**config.mk**
```make
export PLATFORM = sky130hd
export DESIGN_NAME = swmmm_div
export DESIGN_NICKNAME = d
export VERILOG_FILES = /design/src/design/swmmm_pkg.sv /design/src/design/swmmm_div.sv
export SDC_FILE = /design/constraint.sdc
export NUM_CORES = 1
export LEC_CHECK = 0
export BUFFER_PORTS_ARGS = -buffer_cell sky130_fd_sc_hd__clkbuf_2
export CORE_MARGIN = 4
export CORE_UTILIZATION = 45
export CTS_CLUSTER_SIZE = 8
export DETAILED_ROUTE_END_ITERATION = 8
export GPL_ROUTABILITY_DRIVEN = 0
export MAX_ROUTING_LAYER = met4
export PLACE_DENSITY = 0.79
export SLEW_MARGIN = 20
export SYNTH_ARGS = -nofsm -noshare
export SYNTH_HDL_FRONTEND = slang
export SYNTH_SLANG_ARGS = --single-unit
```
**constraint.sdc**
```tcl
create_clock -name clk -period 3.23 [get_ports clk]
set_clock_uncertainty 0.15 [all_clocks]
set_input_delay 0.4845 -clock clk [delete_from_list [all_inputs] [get_ports clk]]
set_output_delay 0.4845 -clock clk [all_outputs]
set_load 0.01 [all_outputs]
```
**src/design/swmmm_pkg.sv**
```systemverilog
// shared types, widths and constants of the sliding window min/max/mean block
package swmmm_pkg;

    localparam int DEF_WINDOW_DEPTH = 64;
    localparam int DEF_CHANNELS     = 4;

    localparam int DATA_W   = 32;
    localparam int CH_IN_W  = 2;
    localparam int WLEN_W   = 7;
    localparam int HEIGHT_W = 12;
    localparam int FILL_W   = 7;
    localparam int PADDR_W  = 3;
    localparam int PDATA_W  = 32;

    // window sum: at most 127 samples of 32 bits
    localparam int SUM_W  = DATA_W + WLEN_W;
    localparam int SPAN_W = DATA_W + 1;
    localparam int PROD_W = SPAN_W + HEIGHT_W;

    // serial divider
    localparam int DVD_W      = PROD_W + 1;
    localparam int DVS_W      = SPAN_W;
    localparam int STEP_W     = 6;
    localparam int MEAN_STEPS = SUM_W - 1;
    localparam int PLOT_STEPS = HEIGHT_W + 1;

    localparam logic [WLEN_W-1:0]   WLEN_RST   = 7'd64;
    localparam logic [HEIGHT_W-1:0] HEIGHT_RST = 12'd200;

    localparam logic REG_WINDOW_LENGTH = 1'b0;
    localparam logic REG_PLOT_HEIGHT   = 1'b1;

    typedef struct packed {
        logic              start;
        logic [STEP_W-1:0] steps;
    } div_cmd_t;

endpackage

```
**src/design/swmmm_div.sv**
```systemverilog
// bit-serial restoring divider, one quotient bit per cycle
module swmmm_div (
    input  logic                         clk,
    input  logic                         rst_n,
    input  swmmm_pkg::div_cmd_t          cmd,
    input  logic [swmmm_pkg::DVS_W-1:0]  rem_init,
    input  logic [swmmm_pkg::DVD_W-1:0]  quo_init,
    input  logic [swmmm_pkg::DVS_W-1:0]  divisor,
    output logic [swmmm_pkg::DVD_W-1:0]  quotient,
    output logic                         done
);

    import swmmm_pkg::*;

    logic [DVS_W-1:0]  rem_reg, rem_next;
    logic [DVD_W-1:0]  sh_reg, sh_next;
    logic [DVS_W-1:0]  dvs_reg, dvs_next;
    logic [STEP_W-1:0] cnt_reg, cnt_next;
    logic              busy_reg, busy_next;
    logic              done_reg, done_next;
    logic [DVS_W:0]    trial;
    logic              qbit;

    // remainder shifted left with the next dividend bit coming in from the top
    assign trial = {rem_reg, sh_reg[DVD_W-1]};
    assign qbit  = (trial >= {1'b0, dvs_reg});

    always_comb
    begin
        rem_next  = rem_reg;
        sh_next   = sh_reg;
        dvs_next  = dvs_reg;
        cnt_next  = cnt_reg;
        busy_next = busy_reg;
        done_next = 1'b0;
        if (cmd.start)
        begin
            rem_next  = rem_init;
            sh_next   = quo_init;
            dvs_next  = divisor;
            cnt_next  = cmd.steps;
            busy_next = 1'b1;
        end
        else if (busy_reg)
        begin
            rem_next = qbit ? DVS_W'(trial - {1'b0, dvs_reg}) : DVS_W'(trial);
            sh_next  = {sh_reg[DVD_W-2:0], qbit};
            cnt_next = cnt_reg - STEP_W'(1);
            if (cnt_reg == STEP_W'(1))
            begin
                busy_next = 1'b0;
                done_next = 1'b1;
            end
        end
    end

    always_ff @(posedge clk or negedge rst_n)
    begin
        if (!rst_n)
        begin
            busy_reg <= 1'b0;
            done_reg <= 1'b0;
            cnt_reg  <= '0;
        end
        else
        begin
            busy_reg <= busy_next;
            done_reg <= done_next;
            cnt_reg  <= cnt_next;
        end
    end

    always_ff @(posedge clk)
    begin
        rem_reg <= rem_next;
        sh_reg  <= sh_next;
        dvs_reg <= dvs_next;
    end

    assign quotient = sh_reg;
    assign done     = done_reg;

endmodule

```
Word level (Yosys, flattened, before mapping)
Cells that the tools add are included.
{ "totals": {"regBits": 120, "out_inout_bits": 47, "word_cells": 24} }
{ "classes": {"addsub": 2, "order_cmp": 1, "eq_ne": 1, "mux": 13, "reduce_logical": 1} }
{ "op_table": {"columns": ["operator", "count"], "rows": [
  ["$mux 33", 3],
  ["$mux 46", 2],
  ["$ge 34x33->1", 1],
  ["$sub 33x33->33", 1],
  ["$mux 6", 2],
  ["$eq 6x1->1 const B", 1],
  ["$mux 1", 6],
  ["$sub 6x1->6 const B", 1],
  ["$reduce_bool 2->1", 1]
]} }

Depth between registers and ports, before layout
{ "logic_depth": {"depth_word": 4, "mapped_depth": 14, "mapped_depth_nobuf": 12} }

Least setup slack after synthesis
No wires, ideal clock.
{ "synth_timing": {"kind": "input-to-reg", "from": "input cmd[6] (netlist bit)", "to": "register sh_reg[0], in the netlist quotient[0], enable pin", "setup_time_ps": 433, "arrival_time_ps": 2912, "required_time_ps": 2647, "setup_slack_ps": -265, "path_stages": 5, "cell_sequence": "clkbuf_1 clkbuf_1 buf_1 nor2_1 inv_1"} }
{ "synth_between": {"elab_chain_cells": 1} }
{ "synth_rtl": {"columns": ["element", "line", "source"], "rows": [
  ["start, declared", "swmmm_div.sv:5", "input swmmm_pkg::div_cmd_t cmd,"],
  ["$reduce_bool 2->1 (no line)", null, null],
  ["end signal, assigned", "swmmm_div.sv:76", "sh_reg <= sh_next;"],
  ["end, declared", "swmmm_div.sv:16", "logic [DVD_W-1:0] sh_reg, sh_next;"]
]} }
Every way passes these cells.
A chain may end at the register's enable or synchronous reset.

Final worst setup path
{ "layout_timing": {"from": "register sh_reg[45], in the netlist quotient[45]", "to": "register rem_reg[32], data pin"} }
{ "layout_between": {"elab_chain_cells": 4} }
{ "layout_rtl": {"columns": ["element", "line", "source"], "rows": [
  ["$sub 33x33->33 or $ge 34x33->1 (tied branches)", "swmmm_div.sv:46, swmmm_div.sv:26", null],
  ["$mux 33 *", "swmmm_div.sv:46", "rem_next = qbit ? DVS_W'(trial - {1'b0, dvs_reg}) : DVS_W'(trial);"],
  ["$mux 33 *", "swmmm_div.sv:44", "else if (busy_reg)"],
  ["$mux 33 *", "swmmm_div.sv:36", "if (cmd.start)"],
  ["net rem_next[32]", "swmmm_div.sv:15", "logic [DVS_W-1:0] rem_reg, rem_next;"],
  ["end signal, assigned", "swmmm_div.sv:75", "rem_reg <= rem_next;"],
  ["end, declared", "swmmm_div.sv:15", null]
]} }
Mark *: on every way through the listed nets, which the timed path passes. The rest lies on a longest branch. The select of a mux whose other input is x is not followed.

==> run summary <==
SETUP PATH
-----------------------------------------------------------------------------------------------------------------
Highest net fanout along the worst path ............................................................            3
Largest stage delay on the critical path ...........................................................      0.41 ns
Data required time at the worst endpoint ...........................................................      3.26 ns
WS Path Type ....................................................................................... flip-flop to flip-flop
Type of element launching the critical path ........................................................    flip-flop
Slowest stage cell on the critical path ............................................................ sky130_fd_sc_hd__edfxtp_1
Endpoint type of the worst setup path ..............................................................    flip-flop
Ordered cell list for the critical path ............................................................ inv_2 > ha_4 > inv_2 > fa_2 > a21o_1 > a221o_1 > a2111oi_4 > o21bai_2 > a21oi_2 > o211ai_1 > xor2_1 > a221o_1
Data arrival time of the worst path ................................................................      3.36 ns

FINISH
-----------------------------------------------------------------------------------------------------------------
Fraction of final layout cells sized beyond drive strength 1 .......................................       40.50%
Area Growth Syn to Fin .............................................................................       32.21%
Share of the core filled with cells in the final layout ............................................       60.93%
Most common cell after layout, fill and taps aside ................................................. sky130_fd_sc_hd__clkbuf_2
Antenna Cells ......................................................................................            0
Cell Count, Final, Fillers Out .....................................................................         1058
Most used cells in the layout excluding fill and tap cells ......................................... sky130_fd_sc_hd__clkbuf_2 (166), sky130_fd_sc_hd__edfxtp_1 (112), sky130_fd_sc_hd__mux2_2 (46), sky130_fd_sc_hd__inv_1 (43), sky130_fd_sc_hd__nor2_1 (43)
Flip-flop count of the largest register after layout ...............................................           46
Final net count ....................................................................................          992

DIE
-----------------------------------------------------------------------------------------------------------------
Die footprint ......................................................................................   17690 um^2
Cell Rows ..........................................................................................           45
Core area ..........................................................................................   15260 um^2
I/O pin count ......................................................................................          168
Effective utilization at floorplan .................................................................       46.08%
Die X ..............................................................................................     133.0 um
Die height .........................................................................................     133.0 um

CLOCK TREE
-----------------------------------------------------------------------------------------------------------------
Clock Pin Slew Worst Setup and Hold Paths ..........................................................      0.06 ns
Clock Path Buffers .................................................................................            2
Number of sinks handled by clock tree synthesis ....................................................          120
Number of levels in the clock H-tree ...............................................................            4
CTS tree ...........................................................................................        built
Clk root buf ....................................................................................... sky130_fd_sc_hd__clkbuf_16
Clock latency on the worst-skew pair ...............................................................      0.42 ns
Number of CTS-inserted buffers .....................................................................           17

PWR
-----------------------------------------------------------------------------------------------------------------
Part of the power in combinational logic ...........................................................        49.4%
Internal Dissipation ...............................................................................     5.468 mW
Power density over the cells ....................................................................... 934.9 nW/um^2
Sequential share of power ..........................................................................        27.6%
Sw Pwr .............................................................................................     3.223 mW
Leakage power ......................................................................................     4.125 nW
Fraction of power spent switching nets .............................................................       37.08%
Peak supply drop ...................................................................................    0.5284 mV
Share of power burned in the clock network .........................................................        23.0%
Post-layout total power ............................................................................     8.691 mW

SYNTHESIS
-----------------------------------------------------------------------------------------------------------------
Dominant synthesized flop cell ..................................................................... sky130_fd_sc_hd__edfxtp_1
Seq cells post-synth ...............................................................................          120
Library cell occupying the most area in the post-synthesis netlist ................................. sky130_fd_sc_hd__edfxtp_1
Arithmetic-cell share of the synthesized area counting full adders, half adders and majority gates .       6.512%
Number of warning messages in the yosys log ........................................................            0
Area fraction in compound gates after synthesis ....................................................       13.91%
Post-synthesis instance area .......................................................................    7032 um^2
Area share of the leading cell type in the synthesized netlist .....................................       47.83%
Number of distinct library cell variants in the gate-level netlist after synthesis .................           64
Main area contributors after synthesis ............................................................. sky130_fd_sc_hd__edfxtp_1 (48%), sky130_fd_sc_hd__mux2_2 (7.5%), sky130_fd_sc_hd__ha_1 (6.2%)
Mux cell area share after synthesis ................................................................       8.310%
XOR/XNOR Fraction of Synth Area ....................................................................       3.986%
Simple-gate portion of the synthesized area ........................................................       12.24%
Post-Syn Nets ......................................................................................          786
Gate count after technology mapping ................................................................          629
Mapped Avg Cell Area ...............................................................................   11.18 um^2
Proportion of synthesized chip area in sequential cells ............................................       50.68%
Fraction of registers with async set/reset .........................................................       6.667%
Dominant combinational cell family by area after synthesis ......................................... compound AO/OA/AOI/OAI gates
Number of synthesized flops with an enable pin .....................................................          112

STA
-----------------------------------------------------------------------------------------------------------------
Final number of hold-violating endpoints ...........................................................            0
Final count of pins violating max slew .............................................................            0
Setup violations, final ............................................................................           17
Unrepaired setup endpoints after global routing ....................................................          yes
Final worst-path setup slack .......................................................................   -0.1056 ns
Remaining max-slew budget at the tightest pin ......................................................       62.17%
Transition time at the pin with the least slew margin ..............................................    0.5669 ns
Peak clock frequency supported by timing ...........................................................    299.8 MHz
Hold Worst Slack ...................................................................................   0.08380 ns
Final Cycle Share ..................................................................................       103.3%
Minimum clock period after layout ..................................................................     3.336 ns
Setup tns final ....................................................................................   -0.6600 ns

GLOBAL ROUTING
-----------------------------------------------------------------------------------------------------------------
Global-route wire length before repair .............................................................     30220 um
GR Overflow Total ..................................................................................            0
Combined global-route utilization of all metal layers ..............................................       22.29%
Initial antenna violation count ....................................................................            0
Pin count of the biggest net entering global routing ...............................................           80
Via count of the first global-routing pass .........................................................         5982

DETAILED ROUTING
-----------------------------------------------------------------------------------------------------------------
Detail-routed net length per standard cell .........................................................     17.95 um
Vias/cell ..........................................................................................        5.423
Number of antenna-violating nets in the routed design ..............................................            0
Iteration count of the initial detailed-routing pass ...............................................            5
Number of remaining DRC errors .....................................................................            0
Number of DRC violations after detailed-routing iteration 0 ........................................          413
Final routed wirelength across all metal layers ....................................................     18990 um
DR vias ............................................................................................         5738

PLACEMENT
-----------------------------------------------------------------------------------------------------------------
Input/output buffers ...............................................................................          167
Number of placed instances with taps included ......................................................         1014
Detailed-placement wirelength estimate .............................................................     13410 um

HOLD PATH
-----------------------------------------------------------------------------------------------------------------
Tightest Hold Check Type ........................................................................... input port to flip-flop

JOB
-----------------------------------------------------------------------------------------------------------------
Maximum Capacitance Violations .....................................................................            0

RUN STATUS
-----------------------------------------------------------------------------------------------------------------
Result of the run .................................................................................. finished, violations left
Violated checks .................................................................................... setup timing

==> worst paths after layout <==
path,cells after the start,from,end,slack [ns]
worst max-delay path,12,quotient[45],rem_reg[32],-0.11
worst min-delay path,1,divisor[6],dvs_reg[6],0.08
max in group asynchronous,2,rst_n,done,2.47
min in group asynchronous,2,rst_n,cnt_reg[5],0.29
worst max register to register,12,quotient[45],rem_reg[32],-0.11
worst min register to register,1,quotient[35],quotient[36],0.43
==> kinds of logic (layout without fill, tap and decap cells) <==
family	count (synthesis)	in the layout
AOI/OAI and AO/OA	145	145
buffers and inverters	73	291
and+or+nand+nor	171	171
xor gates and xnor gates	32	32
muxes	52	52
DFF	120	120
adders and majority gates	36	36
==> repair_timing <==
action	in CTS	in global routing
cloned	2	1
endpoints found under the setup margin	34	34
hold buffers	1	0
hold endpoints to repair	8	0
gates resized for setup	43	35
pin swaps	23	30
setup buffers	11	3
==> power groups by stage <==
stage,sequential [mW],clock [mW],combinational (mW)
global placement,2.38,0,3.41
finish,2.40,2.00,4.30
floorplan,2.35,0,2.52
global route,2.44,2.10,4.65
CTS,2.38,2.03,3.98
detailed placement,2.38,0,3.49
==> worst max-delay path, delay by kind of cell, from the launching register on <==
family,cells,cell delay (ns)
AOI/OAI and AO/OA,7,1.78
adders and majority gates,2,0.47
DFF,1,0.41
xor gates and xnor gates,1,0.16
buffers and inverters,2,0.13
==> synth_stat cells, types with 7 or more instances <==
cell                       instances
sky130_fd_sc_hd__o21ai_0          34
sky130_fd_sc_hd__a21o_1           13
sky130_fd_sc_hd__inv_1            46
sky130_fd_sc_hd__xnor2_1          21
sky130_fd_sc_hd__nor2_1           44
sky130_fd_sc_hd__a31oi_1          18
sky130_fd_sc_hd__a221o_1           9
sky130_fd_sc_hd__nand3_1           7
sky130_fd_sc_hd__a21oi_1          29
sky130_fd_sc_hd__mux2_2           47
sky130_fd_sc_hd__a211oi_1          8
sky130_fd_sc_hd__nor3_1           10
sky130_fd_sc_hd__edfxtp_1        112
sky130_fd_sc_hd__xor2_1           11
sky130_fd_sc_hd__and3_1           12
sky130_fd_sc_hd__dfrtp_1           8
sky130_fd_sc_hd__ha_1             35
sky130_fd_sc_hd__nand2_1          55
sky130_fd_sc_hd__clkbuf_1         16
==> metal layers <==
metal,part of all wire [%],global-route usage [%],vias up
met5,0,-,-
met4,2.1,8.025,0
met3,9.3,7.871,31
met2,47,34.79,276
met1,41,26.77,2677
li1,-,-,2754
==> final cells by class <==
| class | instances | area [um^2] |
|---|---|---|
| fill | 1246 | 5962 |
| sequential | 120 | 3563 |
| multi-input combinational | 436 | 3400 |
| timing repair buffer | 214 | 1285 |
| clock buffer | 18 | 429.2 |
| tap | 211 | 264.0 |
| clock inverter | 13 | 178.9 |
| inverter | 46 | 176.4 |
==> per-stage QoR <==
step                      worst slack, ns  area [um^2]
after detailed placement          -0.2206         8274
final                             -0.1056         9296
after floorplan                   -0.1601         7042
after CTS                         -0.1550         9146
after global placement            -0.1315         8274
after global routing              -0.2055         9296
Power figures use the tool's default switching activity.
